File: config.mk
export PLATFORM = sky130hd
export DESIGN_NAME = brb_ctrl_flat
export DESIGN_NICKNAME = d
export VERILOG_FILES = /design/src/brb_pkg.sv /design/src/brb_if.sv /design/src/brb_ctrl.sv /design/src/flat_wrapper.sv
export SDC_FILE = /design/constraint.sdc
export NUM_CORES = 1
export LEC_CHECK = 0
export BUFFER_PORTS_ARGS = -buffer_cell sky130_fd_sc_hd__buf_2
export CORE_AREA = 5 5 170 172
export CTS_CLUSTER_DIAMETER = 150
export CTS_CLUSTER_SIZE = 20
export DETAILED_ROUTE_END_ITERATION = 8
export DIE_AREA = 0 0 175 177
export PLACE_DENSITY_LB_ADDON = 0.25
export SYNTH_ARGS = -nofsm -noshare
export SYNTH_HDL_FRONTEND = slang
export SYNTH_SLANG_ARGS = --single-unit
File: constraint.sdc
create_clock -name clk_i -period 11.6 [get_ports clk_i]
set_input_delay 0.58 -clock clk_i [delete_from_list [all_inputs] [get_ports clk_i]]
set_output_delay 0.58 -clock clk_i [all_outputs]
set_load 0.01 [all_outputs]
File: src/brb_pkg.sv
package brb_pkg;

  // default ring depth in bytes, a power of two
  localparam int unsigned RingSizeDefault = 1024;

  // request codes
  localparam logic [2:0] REQ_WRITE   = 3'd0;
  localparam logic [2:0] REQ_READ    = 3'd1;
  localparam logic [2:0] REQ_DISCARD = 3'd2;
  localparam logic [2:0] REQ_STATUS  = 3'd3;
  localparam logic [2:0] REQ_RESET   = 3'd4;

  typedef struct packed {
    logic [2:0]  req_type;
    logic [10:0] length;
    logic [9:0]  offset;
    logic [7:0]  data_byte;
  } req_t;

  typedef struct packed {
    logic        ok;
    logic [7:0]  read_byte;
    logic [10:0] granted;
    logic [10:0] used_count;
    logic [10:0] free_count;
    logic [10:0] contiguous_count;
    logic [9:0]  tail_index;
  } rsp_t;

  // memory port controls from the pointer logic
  typedef struct packed {
    logic we;
    logic re;
  } mem_ctl_t;

endpackage

File: src/brb_if.sv
interface brb_req_if;
  import brb_pkg::*;

  logic valid;
  logic ready;
  req_t data;

  modport source (output valid, output data, input ready);
  modport sink (input valid, input data, output ready);
endinterface


File: src/brb_ctrl.sv
module brb_ctrl #(
  parameter int unsigned RingSize = brb_pkg::RingSizeDefault
) (
  input  logic                        clk_i,
  input  logic                        rst_ni,
  brb_req_if.sink                     req,
  input  logic                        rsp_ready_i,
  output logic                        rsp_valid_o,
  output brb_pkg::rsp_t               rsp_o,
  output logic                        rsp_rd_o,
  output brb_pkg::mem_ctl_t           mem_ctl_o,
  output logic [$clog2(RingSize)-1:0] mem_addr_o,
  output logic [7:0]                  mem_wdata_o
);
  import brb_pkg::*;

  localparam int unsigned IdxW = $clog2(RingSize);
  localparam int unsigned PtrW = IdxW + 1;
  localparam int unsigned CntW = (PtrW > 11) ? PtrW : 11;

  logic [PtrW-1:0] head_q, head_d;
  logic [PtrW-1:0] tail_q, tail_d;
  logic            vld_q;
  logic            rd_q;
  rsp_t            rsp_q, rsp_d;

  logic            accept;
  logic [CntW-1:0] used_w, free_w, len_w, off_w, grant_w;
  logic [CntW-1:0] used_n, contig_n;
  logic [IdxW-1:0] tidx_n;
  logic [PtrW-1:0] wr_ptr, rd_ptr, used_p;
  logic            wr_ok, rd_ok, dis_ok;

  assign req.ready = !vld_q || rsp_ready_i;
  assign accept    = req.valid && req.ready;

  // occupancy before this transaction
  assign used_w = CntW'(head_q - tail_q);
  assign free_w = CntW'(RingSize) - used_w;
  assign len_w  = CntW'(req.data.length);
  assign off_w  = CntW'(req.data.offset);
  assign grant_w = (len_w < used_w) ? len_w : used_w;

  assign wr_ok  = (len_w != '0) && (len_w <= free_w) && (off_w < len_w);
  assign rd_ok  = off_w < grant_w;
  assign dis_ok = (len_w != '0) && (len_w <= used_w);

  assign wr_ptr = head_q + PtrW'(req.data.offset);
  assign rd_ptr = tail_q + PtrW'(req.data.offset);

  // request decode and pointer update
  always_comb begin
    head_d            = head_q;
    tail_d            = tail_q;
    rsp_d             = '0;
    mem_ctl_o         = '0;
    mem_addr_o        = rd_ptr[IdxW-1:0];
    unique case (req.data.req_type)
      REQ_WRITE: begin
        mem_addr_o = wr_ptr[IdxW-1:0];
        if (wr_ok) begin
          rsp_d.ok     = 1'b1;
          mem_ctl_o.we = accept;
          if (off_w == len_w - CntW'(1)) begin
            head_d = head_q + PtrW'(len_w);
          end
        end
      end
      REQ_READ: begin
        rsp_d.granted = 11'(grant_w);
        if (rd_ok) begin
          rsp_d.ok     = 1'b1;
          mem_ctl_o.re = accept;
        end
      end
      REQ_DISCARD: begin
        if (dis_ok) begin
          rsp_d.ok = 1'b1;
          tail_d   = tail_q + PtrW'(len_w);
        end
      end
      REQ_STATUS: begin
        rsp_d.ok = 1'b1;
      end
      REQ_RESET: begin
        rsp_d.ok = 1'b1;
        head_d   = '0;
        tail_d   = '0;
      end
      default: begin
      end
    endcase

    // status after this transaction
    rsp_d.used_count       = 11'(used_n);
    rsp_d.free_count       = 11'(CntW'(RingSize) - used_n);
    rsp_d.contiguous_count = 11'(contig_n);
    rsp_d.tail_index       = 10'(CntW'(tidx_n));
  end

  assign mem_wdata_o = req.data.data_byte;

  assign used_p   = head_d - tail_d;
  assign used_n   = CntW'(used_p);
  assign tidx_n   = tail_d[IdxW-1:0];
  assign contig_n = (used_n == '0) ? '0 :
                    ((CntW'(RingSize) - CntW'(tidx_n) > used_n) ? used_n :
                     CntW'(RingSize) - CntW'(tidx_n));

  // pointers and output valid
  always_ff @(posedge clk_i or negedge rst_ni) begin
    if (!rst_ni) begin
      head_q <= '0;
      tail_q <= '0;
      vld_q  <= 1'b0;
    end else begin
      if (accept) begin
        head_q <= head_d;
        tail_q <= tail_d;
        vld_q  <= 1'b1;
      end else if (rsp_ready_i) begin
        vld_q  <= 1'b0;
      end
    end
  end

  // result payload, held while stalled
  always_ff @(posedge clk_i) begin
    if (accept) begin
      rsp_q <= rsp_d;
      rd_q  <= (req.data.req_type == REQ_READ) && rd_ok;
    end
  end

  assign rsp_valid_o = vld_q;
  assign rsp_o       = rsp_q;
  assign rsp_rd_o    = rd_q;

endmodule

File: src/flat_wrapper.sv
// flat-port wrapper written by rule: the top's interface ports become plain ports
module brb_ctrl_flat import brb_pkg::*;
#(
  parameter int unsigned RingSize = brb_pkg::RingSizeDefault
)
  (clk_i, rst_ni, rsp_ready_i, rsp_valid_o, rsp_o, rsp_rd_o, mem_ctl_o, mem_addr_o, mem_wdata_o, req_valid, req_data, req_ready);
  brb_req_if req_i ();
  input  logic clk_i;
  input  logic rst_ni;
  input  logic rsp_ready_i;
  output logic rsp_valid_o;
  output brb_pkg::rsp_t rsp_o;
  output logic rsp_rd_o;
  output brb_pkg::mem_ctl_t mem_ctl_o;
  output logic [$clog2(RingSize)-1:0] mem_addr_o;
  output logic [7:0] mem_wdata_o;
  input wire logic [$bits(req_i.valid)-1:0] req_valid;
  input wire logic [$bits(req_i.data)-1:0] req_data;
  output wire logic [$bits(req_i.ready)-1:0] req_ready;
  assign req_i.valid = req_valid;
  assign req_i.data = req_data;
  assign req_ready = req_i.ready;
  brb_ctrl #(.RingSize(RingSize)) u_core (.clk_i(clk_i), .rst_ni(rst_ni), .req(req_i), .rsp_ready_i(rsp_ready_i), .rsp_valid_o(rsp_valid_o), .rsp_o(rsp_o), .rsp_rd_o(rsp_rd_o), .mem_ctl_o(mem_ctl_o), .mem_addr_o(mem_addr_o), .mem_wdata_o(mem_wdata_o));
endmodule
==> run summary, run 1 <==
The routed design has around 24 mm of wire. In the finished design, the share of the clock period the worst path needs comes to 0.859. The clock buffer count from CTS is 9. The number of pins with negative max-slew slack in the final report came out at 0.

The total number of clock tree sinks is 78. Clock-pin slew was measured on the worst setup and hold paths at 0.08 ns. At the worst endpoint, the required time is ~12 ns. The critical path is of the reg -> reg type.

The final-report setup violation count came out at 0. The HPWL after detailed placement came out at 19.0 mm. The synthesized design spends more area on one cell type than any other, namely sky130_fd_sc_hd__edfxtp_1. The type of element capturing the critical path is a flip-flop. The placement-stage cell area came out at slightly below 0.009 sq mm. The via count of the first global-routing pass came to 6,501.

The number of top-level pins came out at between 100 and 150. By instance count, the leading cell after synthesis is sky130_fd_sc_hd__ha_1. The sum of negative setup slack is 0 ns.

The floorplan step defined a die boundary enclosing slightly above 0.03 sq mm. The gate count of the mapped netlist is between 800 and 900. The post-cts repair resize count is 0. The minimum clock period came out at 9.96 ns. STA classifies the critical path startpoint as a flip-flop. The total core area is 0.0273 sq mm. The final standard cell utilization of the core is 0.331. The largest net degree at the start of global routing came out at 68.

Along the worst path, the maximum fanout reaches 10. The post-cts hold buffer count is 0. The flow ran to the end, and the final reports show no timing, DRC or antenna violations.

In this run the horizontal extent of the chip is 175 um. The clock skew is ~0.012 ns. The number of storage elements in the synthesis netlist is 78. The hold slack is 0.240 ns. In the post-synthesis netlist, the biggest area contributors are sky130_fd_sc_hd__edfxtp_1, sky130_fd_sc_hd__ha_1, sky130_fd_sc_hd__dfrtp_1. The tightest min-delay check is of the in -> async type. The mapped netlist covers 0.00799 sq mm.

At the pin with the least slew margin, the transition time is 1.19 ns. Setup repair after global routing left no endpoint under its margin. Counting instances in the post-synthesis netlist gives the leading cell types as sky130_fd_sc_hd__ha_1, sky130_fd_sc_hd__nand2_1, sky130_fd_sc_hd__inv_1, sky130_fd_sc_hd__edfxtp_1, sky130_fd_sc_hd__nor2_1. The maximum buffer depth of the clock tree came out at 2. The share of synthesized area in the top cell type comes to 0.207. The peak clock frequency supported by timing is 0.100 GHz. The number of antenna diodes is 0. In this run, the number of DRC markers left after iteration 0 of detailed routing was 395. From bottom edge to top edge, the die measures 177 um.

After detailed routing, the number of vias per cell comes to 5.08. For this run, design rule violations remaining after detail routing come to 0. The post-CTS setup buffer count is 0. The first global-routing pass estimated 37.4 mm of wire.

The dominant register cell in the synthesized netlist is sky130_fd_sc_hd__edfxtp_1. For this block, the via count after detailed routing is roughly 6,700. The data arrival at the endpoint of the critical path came out at 10.01 ns.

After global routing the overflow that remains totals 0. The row count is 61. The number of enable flip-flop cells after synthesis is 55. The post-synthesis area per instance is roughly 9 sq um. The level count of the clock H-tree came out at 3. The share of flip-flops with an asynchronous set or reset came out at 0.295. The mean routed wirelength per cell came out at around 18 um. Across every metal layer, demand over resource in global routing totals 0.154. Of the cells placed in the final design, the portion with a size suffix greater than 1 is 0.161. The number of detailed-routing iterations run before antenna repair came out at 5. TritonCTS built the clock tree. The count of input and output buffers came out at 97. The synthesis warning total is 0. The number of antenna violations at the first check in global routing is 0.

The sequential fraction of the synthesis area came out at 0.279. The initial core utilization came out at 0.293. The final-report hold violation count came out at 0. The number of violations of the max-capacitance limit is 0.

The congestion estimate from routability-driven global placement came to 0.839. The count of nets left with antenna violations once routing finished came out at 0. The slowest cell on the critical path is sky130_fd_sc_hd__o21ai_1. The post-route cell area came out at around 0.009 sq mm. The latest clock arrival within the worst-skew pair came out at 0.35 ns. The worst-case headroom to the max-slew limit is 0.201. The delay of the slowest critical-path stage is 0.91 ns. The number of nets at the end of the flow is 1,115.

The area growth from synthesis to layout is 13.1%. The cell sitting at the root of the clock tree is a sky130_fd_sc_hd__clkbuf_16. The number of distinct library cells after synthesis is 86.
-- state kept, by name (all words and copies together), names as in the netlist --
signal	cells
u_core.rsp_rd_o	1
u_core.head_q	11
u_core.tail_q	11
u_core.rsp_o	54
u_core.rsp_valid_o	1
-- cells by family (layout without fill, tap and decap cells) --
logic type | after synthesis | in the layout | synth area share
AO/OA/AOI/OAI | 234 | 234 | 0.207
XOR/XNOR | 65 | 65 | 0.0731
adder cells (fa/ha/maj) | 108 | 108 | 0.174
buffers and inverters | 110 | 194 | 0.0639
flip-flops | 78 | 78 | 0.279
multiplexers | 23 | 23 | 0.0299
other | 1 | 8 | 0.000469
AND/OR/NAND/NOR | 266 | 266 | 0.173
-- stage by stage --
step | setup WS (ns) | cells
final | 1.64 | 1322
after detailed placement | 1.66 | 1306
after CTS | 1.57 | 1322
after global routing | 0.777 | 1322
after floorplan | 3.57 | 892
after global placement | 1.87 | 1306
-- final cells by class --
cell class	instances	area, sq um
fillers	2862	18300
multi-input cells	704	5280
flip-flops and latches	78	2230
repair buffers	102	523
well taps	346	433
inverters	76	285
clock buffers	9	225
clock inverters	7	63.8
-- worst paths after layout --
check | from | endpoint | slack, ns | cells past startpoint
setup / recovery | u_core.tail_q[1] | u_core.rsp_o[12] | 1.64 | 39
hold / removal | rst_ni | u_core.tail_q[10] | 0.24 | 1
setup reg to reg | u_core.tail_q[1] | u_core.rsp_o[12] | 1.64 | 39
hold reg to reg | u_core.rsp_valid_o | u_core.rsp_valid_o | 0.54 | 2
max in group asynchronous | rst_ni | u_core.head_q[2] | 10.94 | 1
min in group clk_i | req_valid | u_core.rsp_valid_o | 0.43 | 2
-- layout by cell type, fill, tap and decap left out, drive strengths merged, types with 6 or more instances in the layout --
cell type	count
nor2	55
o211ai	7
nor3	28
a22oi	11
nand2b	11
edfxtp	55
or2	7
inv	80
a31oi	6
nand3	10
nand2	81
or3	9
o21a	20
nand4	10
xor2	19
a21o	15
mux2	7
and2	8
clkbuf	9
o21bai	11
xnor2	46
nor4	7
a21oi	41
conb	8
and3	7
buf	102
o21ai	67
ha	103
nor2b	16
mux2i	16
dfrtp	23
a211oi	9
-- metal layers --
layer  global-route usage  share of wire  up-vias
li1                     -              -     3386
met1                0.216           0.49     3179
met4               0.0340          0.012        0
met2                0.255           0.46      134
met5                    0              0        -
met3               0.0203          0.038       19
-- worst max-delay path, delay by kind of cell (launching register included) --
family / cells / cell delay, ns
AOI/OAI and AO/OA: 17 / 4.06
and+or+nand+nor: 11 / 2.51
adders and majority gates: 5 / 1.57
DFF: 1 / 0.51
xor gates and xnor gates: 2 / 0.44
buffers and inverters: 3 / 0.37
muxes: 1 / 0.20
Power of run 1 is not shown: default switching activity piles up to over one toggle a cycle in this logic, so the estimate is an artifact.
==> run 2, diff against run 1 <==
--- a/config.mk
+++ b/config.mk
@@ -11,7 +11,7 @@
 export CTS_CLUSTER_SIZE = 20
 export DETAILED_ROUTE_END_ITERATION = 8
 export DIE_AREA = 0 0 175 177
-export PLACE_DENSITY_LB_ADDON = 0.25
+export PLACE_DENSITY = 0.44
 export SYNTH_ARGS = -nofsm -noshare
 export SYNTH_HDL_FRONTEND = slang
 export SYNTH_SLANG_ARGS = --single-unit
==> run 2 against run 1 <==
Net effect: clock skew shrank 0.0047 ns; critical endpoint unchanged; die area is the same; register-to-register slack gained 0.52 ns; sequential share of layout area shrank 0.15 points; utilization grew 0.20 points; non-clock buffer count grew 2; highest routed layer is now met5; final area grew 0.60%.
==> run summary, run 2 (synthesized netlist as in run 1, its figures left out) <==
The run finished with clean final reports. The total global-route track usage came out at 0.163 (+0.00905). The post-cts hold buffer count came to 0 (unchanged). The final standard cell utilization of the core is 0.333 (+0.00197).

The number of violations of the max-capacitance limit came to 0 (unchanged). The initial core utilization is 0.293 (unchanged). The delay of the slowest critical-path stage is 0.51 ns (-0.40 ns). The placer's final routability congestion estimate is 0.836 (-0.30%).

The number of detailed-routing iterations run before antenna repair came out at 5 (unchanged). The class of the most critical hold timing path is in -> async. The total overflow reported by the global router was 0 (unchanged). The largest net degree at the start of global routing is 50 (-26%). The final cycle utilization of the critical path was 0.814 (-0.0446). The number of flip-flops in the largest register is 54 (unchanged). The count of input and output buffers came out at 97 (unchanged). The via count of the first global-routing pass was 6,536 (+0.54%). The fraction of layout cells with a size suffix above 1 came out at 0.163 (+0.00172). The level count of the clock H-tree came out at 3 (unchanged). Leaving out fill and tap cells, the most frequent cell in the layout is sky130_fd_sc_hd__ha_1. The maximum buffer depth of the clock tree came out at 2 (unchanged). The latest clock arrival within the worst-skew pair came out at 0.36 ns (about the same). The worst-case headroom to the max-slew limit came to 0.489 (+0.288). The mean routed wirelength per cell is 18.9 um (+4.0%). The type of element capturing the critical path is a flip-flop.

The post-cts repair resize count is 0 (unchanged). The pin slew with the least headroom to its limit came out at 0.748 ns (-0.443 ns). The worst setup path is of the reg -> reg kind. The number of nets at the end of the flow is 1,117 (+0.18%). The data arrival at the endpoint of the critical path is 9.53 ns (-0.48 ns).

The horizontal die dimension is 175 um (unchanged). The minimum clock period came out at 9.44 ns (-0.518 ns). The number of antenna diodes is 0 (unchanged). The total via count in the routed design is 6,685 (-0.49%).

The largest driver fanout on the critical path was 10 (unchanged). The largest individual stage delay along the critical path comes from the cell sky130_fd_sc_hd__dfrtp_1. The number of antenna violations at the first check in global routing is 1 (+1). The number of filler instances in the final layout came out at 2,868 (+0.21%). The area of the multi-input gates is 0.00528 sq mm (unchanged). The die area is 0.0310 sq mm (unchanged). Setup repair after global routing left no endpoint under its margin. The first-pass GRT wire length came to 39.2 mm (+4.6%). The violation count after the first detailed-route iteration was 355 (-10%). The tree is rooted in a sky130_fd_sc_hd__clkbuf_16. By instance count, the cell type seen most on the critical path is sky130_fd_sc_hd__o21a_1.

The final-report setup violation count came to 0 (unchanged). The HPWL after detailed placement is 20.4 mm (+7.3%). The area growth from synthesis to layout is 13.8%. The final-report hold violation count came out at 0 (unchanged). The total wirelength of the detailed-routed design is 25.1 mm (+4.2%). The sequential cell area was 0.00223 sq mm (unchanged). The sum of negative setup slack is 0 ns (unchanged).

The peak clock frequency supported by timing came out at 0.106 GHz (+5.5%). The number of vias per cell was 5.05 (-0.64%). The total number of clock tree sinks is 78 (unchanged). The top cell types in the final layout, fill and taps aside, are sky130_fd_sc_hd__ha_1, sky130_fd_sc_hd__buf_2, sky130_fd_sc_hd__nand2_1, sky130_fd_sc_hd__inv_1. The startpoint type of the worst setup path is a flip-flop. The number of pins with negative max-slew slack in the final report is 0 (unchanged). The data required time of the worst path is 11.68 ns (+0.03 ns). The clock buffer count from CTS is 9 (unchanged). The number of top-level pins is 122 (unchanged). The post-CTS setup buffer count came out at 0 (unchanged). The clock skew came out at 0.00770 ns (-0.00471 ns). The clock tree from TritonCTS is done. The row count was 61 (unchanged). The number of routed nets with antenna violations is 0 (unchanged). The clock transition at the register clock pins on the worst setup and hold paths after CTS came out at 0.07 ns (about the same). The total core area is 0.0273 sq mm (unchanged).

The count of unresolved DRC violations after routing came to 0 (unchanged). The die boundary height was 177 um (unchanged).
run 2: changes by cell type in the layout (fill, tap and decap cells not counted):
cell / change
sky130_fd_sc_hd__inv_8: -1
sky130_fd_sc_hd__clkinv_4: -1
sky130_fd_sc_hd__clkinvlp_4: -2
sky130_fd_sc_hd__inv_6: +1
sky130_fd_sc_hd__buf_4: +2
sky130_fd_sc_hd__bufinv_16: +2
sky130_fd_sc_hd__clkinv_2: +1
run 2: worst paths after layout:
check | startpoint | end | slack (ns) | cells after the start
worst max register to register | u_core.tail_q[1] | u_core.rsp_o[12] | 2.16 | 38
worst min-delay path | rst_ni | u_core.rsp_valid_o | 0.24 | 1
worst max-delay path | u_core.tail_q[1] | u_core.rsp_o[12] | 2.16 | 38
max in group asynchronous | rst_ni | u_core.tail_q[0] | 10.92 | 1
worst min register to register | u_core.rsp_valid_o | u_core.rsp_valid_o | 0.54 | 2
min in group clk_i | req_valid | u_core.rsp_valid_o | 0.43 | 2
run 2: cell type report:
type,instances,area share
clock inverter,7,0.0113
clock buffer,9,0.0248
multi-input combinational,704,0.581
timing repair buffer,104,0.0592
tap,346,0.0476
sequential,78,0.245
inverter,76,0.0314
run 2: metrics by stage:
step	setup WS (ns)	area (sq um)	hold slack, ns	instances
floorplan	3.57	8020	0.284	892
detailed placement	2.22	8760	0.520	1308
CTS	2.16	9090	0.250	1324
global route	1.38	9090	0.269	1324
finish	2.16	9090	0.240	1324
global placement	2.36	8760	0.520	1308
run 2: critical path, delay by kind of cell, from the launching register on:
kind,cells,cell delay (ns)
AND/OR/NAND/NOR,9,2.20
AO/OA/AOI/OAI,19,4.41
XOR/XNOR,1,0.18
multiplexers,1,0.11
adder cells (fa/ha/maj),4,1.16
buffers and inverters,4,0.62
flip-flops,1,0.51
run 2: routing by layer:
metal / share of wire / up-vias / track usage
met3: 0.039 / 25 / 0.0231
met1: 0.49 / 3125 / 0.230
met2: 0.45 / 142 / 0.263
met5: 0.00044 / - / 0
li1: - / 3391 / -
met4: 0.016 / 2 / 0.0448
Power of run 2 is left out for the same reason.
==> run 3, diff against run 2 <==
--- a/config.mk
+++ b/config.mk
@@ -5,12 +5,13 @@
 export SDC_FILE = /design/constraint.sdc
 export NUM_CORES = 1
 export LEC_CHECK = 0
+export ABC_AREA = 1
 export BUFFER_PORTS_ARGS = -buffer_cell sky130_fd_sc_hd__buf_2
-export CORE_AREA = 5 5 170 172
+export CORE_AREA = 5 5 169 171
 export CTS_CLUSTER_DIAMETER = 150
 export CTS_CLUSTER_SIZE = 20
 export DETAILED_ROUTE_END_ITERATION = 8
-export DIE_AREA = 0 0 175 177
+export DIE_AREA = 0 0 174 176
 export PLACE_DENSITY = 0.44
 export SYNTH_ARGS = -nofsm -noshare
 export SYNTH_HDL_FRONTEND = slang
==> constraint.sdc (replaced) <==
create_clock -name clk_i -period 9.59 [get_ports clk_i]
set_input_delay 0.4795 -clock clk_i [delete_from_list [all_inputs] [get_ports clk_i]]
set_output_delay 0.4795 -clock clk_i [all_outputs]
set_load 0.01 [all_outputs]
==> run 3 against run 2 <==
Net effect: routed wire length down 0.59%; non-clock buffer count down 3; area after synthesis down 1.2%; worst hold slack worse by 0.10 ns; clock skew up 0.0045 ns; die area down 1.1%; first-iteration DRC count up 14%; clock-buffer cell count unchanged; critical path depth up 5; via count up 3.5%; final area down 1.4%; final cell count up 11%.
==> run summary, run 3 <==
The family of cells with the greatest summed delay on the critical path is simple AND/OR/NAND/NOR gates. The number of antenna diodes is 0 (unchanged). TritonCTS built the clock tree. Leaving out fill and tap cells, the most frequent cell in the layout is sky130_fd_sc_hd__nand2_1. The mean routed wirelength per cell is 16.9 um (-11%). The gate count of the mapped netlist came out at 1,043 (+18%).

The horizontal die dimension came out at 174 um (-0.57%). The final-report hold violation count is 0 (unchanged). The total overflow reported by the global router is 0 (unchanged). The level count of the clock H-tree is 3 (unchanged). In the layout the commonest cells are sky130_fd_sc_hd__nand2_1, sky130_fd_sc_hd__inv_1, sky130_fd_sc_hd__ha_1, sky130_fd_sc_hd__buf_2, sky130_fd_sc_hd__nor2_1. The largest net degree at the start of global routing is 75 (+50%). Counting stages on the worst path, the most repeated cell is sky130_fd_sc_hd__nand2_1. The number of storage elements in the synthesis netlist came out at 78 (unchanged). The post-synthesis area per instance came out at 7.57 sq um (-16%).

Setup repair after global routing left no endpoint under its margin. The total global-route track usage came to 0.164 (+0.000478). On the critical path, the stage with the largest delay is an instance of sky130_fd_sc_hd__xor2_1. STA classifies the critical path endpoint as a flip-flop. The number of flip-flops in the largest register came out at 54 (unchanged). In this run the worst hold path is classified as in -> async.

The sum of buffers and inverters on the critical path is 5 (+1). The mapped cell area was 0.00790 sq mm (-1.2%). The most used flip-flop cell after synthesis is sky130_fd_sc_hd__edfxtp_1.

The run finished with clean final reports. The global routing usage on met2 came out at 0.264 (+0.000744). The post-cts hold buffer count came out at 0 (unchanged). The number of nets at the end of the flow came out at 1,272 (+14%).

The number of antenna violations at the first check in global routing is 0 (-1). The startpoint type of the worst setup path is a flip-flop. The final standard cell utilization of the core came out at 0.335 (+0.00272). The number of enable flip-flop cells after synthesis was 55 (unchanged). By area the synthesized netlist is led by sky130_fd_sc_hd__edfxtp_1, sky130_fd_sc_hd__ha_1, sky130_fd_sc_hd__nand2_1.

The largest driver fanout on the critical path is 13 (+3). The area growth from synthesis to layout came out at 13.5%. The number of standard cells in the final layout excluding fillers came out at 1,474 (+11%).

The met1 usage in global routing came to 0.235 (+0.00513). The initial core utilization came out at 0.296 (+0.00308). In the synthesized netlist, the cells that appear most often are sky130_fd_sc_hd__nand2_1, sky130_fd_sc_hd__inv_1, sky130_fd_sc_hd__ha_1, sky130_fd_sc_hd__nor2_1, sky130_fd_sc_hd__o21ai_0. The layer flagged by global routing as most heavily used is met2.

The number of vias per cell came to 4.69 (-7.0%). The via count of the first global-routing pass came out at 6,809 (+4.2%). The delay of the slowest critical-path stage came out at 0.59 ns (+0.08 ns).

The share of flip-flops with an asynchronous set or reset came to 0.295 (unchanged). The number of instances in the placed design came out at 1,458 (+11%). The maximum buffer depth of the clock tree came out at 2 (unchanged).

The total via count in the routed design is 6,918 (+3.5%). The setup path with the least slack is of type reg -> reg. The number of violations of the max-capacitance limit came out at 0 (unchanged).

The number of pins with negative max-slew slack in the final report came to 0 (unchanged). The row count came out at 60 (-1.6%). The violation count after the first detailed-route iteration is 405 (+14%). The sum of negative setup slack is 0 ns (unchanged). The final cycle utilization of the critical path is 0.840 (+0.0258). The pin slew with the least headroom to its limit is 0.935 ns (+0.187 ns).

The fraction of layout cells with a size suffix above 1 is 0.140 (-0.0222). The most common cell in the synthesized netlist is sky130_fd_sc_hd__nand2_1. The number of detailed-routing iterations run before antenna repair came out at 5 (unchanged). The post-cts repair resize count is 0 (unchanged). The final-report setup violation count was 0 (unchanged). The number of top-level pins is 122 (unchanged).

The number of routed nets with antenna violations came out at 0 (unchanged). The clock buffer count from CTS came out at 9 (unchanged). The hold slack came out at 0.140 ns (-0.100 ns). The total core area came out at 0.0267 sq mm (-2.2%).

The latest clock arrival within the worst-skew pair was 0.36 ns (about the same). The first-pass GRT wire length is 39.4 mm (+0.55%). The count of input and output buffers is 97 (unchanged). The data arrival at the endpoint of the critical path is 8.17 ns (-1.36 ns). The count of unresolved DRC violations after routing is 0 (unchanged). CTS placed an instance of sky130_fd_sc_hd__clkbuf_16 at the clock tree root. The number of distinct library cells after synthesis is 49 (-43%). The worst-case headroom to the max-slew limit is 0.374 (-0.114).

The fraction of post-synthesis cell area in the top cell type by area is 0.209 (+0.00242). The die area came out at 0.0306 sq mm (-1.1%). The clock skew was 0.0122 ns (+0.00452 ns). The peak clock frequency supported by timing came out at 0.124 GHz (+17%). The clock transition at the register clock pins on the worst setup and hold paths after CTS is 0.07 ns (about the same).

The global routing met3 resource utilization is 0.0231 (+0.0000543). The post-CTS setup buffer count is 0 (unchanged). The placer's final routability congestion estimate came out at 0.858 (+2.7%). The total wirelength of the detailed-routed design came out at 24.9 mm (-0.59%).

The HPWL after detailed placement came out at 20.4 mm (about the same). The sequential fraction of the synthesis area came out at 0.282 (+0.00327). The synthesis warning total came out at 0 (unchanged). Summed over all instances, the cell type with the most area after synthesis is sky130_fd_sc_hd__edfxtp_1. The minimum clock period is 8.05 ns (-1.39 ns). The die boundary height was 176 um (-0.56%). The total number of clock tree sinks came to 78 (unchanged).

The data required time of the worst path was 9.71 ns (-1.97 ns).
==> run 3: changes by cell type in the layout (fill, tap and decap cells not counted), moves of 16 or more <==
cell / change
sky130_fd_sc_hd__nand2_1: +153
sky130_fd_sc_hd__inv_1: +70
sky130_fd_sc_hd__nand3_1: +44
sky130_fd_sc_hd__xor2_1: +27
sky130_fd_sc_hd__nor2_1: +26
sky130_fd_sc_hd__o21ai_0: +25
sky130_fd_sc_hd__a21oi_1: +21
sky130_fd_sc_hd__o21a_1: -20
sky130_fd_sc_hd__nor3_1: -18
sky130_fd_sc_hd__xnor2_1: -17
sky130_fd_sc_hd__mux2i_1: -16
sky130_fd_sc_hd__nor2b_1: -16
==> run 3: cell families (layout without fill, tap and decap cells) <==
logic type,Yosys count,after routing,synth area share
AOI/OAI and AO/OA,169,169,0.118
xor gates and xnor gates,73,73,0.0809
adders and majority gates,108,108,0.176
buffers and inverters,183,266,0.0972
DFF,78,78,0.282
other,1,8,0.000475
and+or+nand+nor,431,431,0.246
==> run 3: layout make-up <==
type	count	area [sq um]
multi-input cells	789	4930
repair buffers	101	515
fillers	2911	17800
flip-flops and latches	78	2230
inverters	149	561
clock buffers	9	225
well taps	341	427
clock inverters	7	80.1
==> run 3: layer usage <==
metal | wire [um] | vias to the layer above
met5 | 0 | -
met2 | 11100 | 109
met4 | 289 | 0
met3 | 807 | 21
li1 | - | 3617
met1 | 12700 | 3171
==> run 3: path summary, 6_finish.rpt <==
kind / startpoint / end / slack, ns / depth (start not counted)
hold reg to reg: u_core.rsp_valid_o / u_core.rsp_valid_o / 0.53 / 2
setup / recovery: u_core.tail_q[2] / u_core.rsp_o[16] / 1.54 / 43
max in group asynchronous: rst_ni / u_core.head_q[3] / 9.01 / 1
hold / removal: rst_ni / u_core.tail_q[7] / 0.14 / 1
min in group clk_i: rsp_ready_i / u_core.rsp_valid_o / 0.41 / 4
setup reg to reg: u_core.tail_q[2] / u_core.rsp_o[16] / 1.54 / 43
==> run 3: stage by stage <==
stage / area (sq um) / setup slack, ns
after floorplan: 7930 / 2.67
after global placement: 8660 / 1.68
after detailed placement: 8660 / 1.68
after CTS: 8970 / 1.61
after global routing: 8970 / 0.860
final: 8970 / 1.54
Power of run 3 is left out for the same reason.
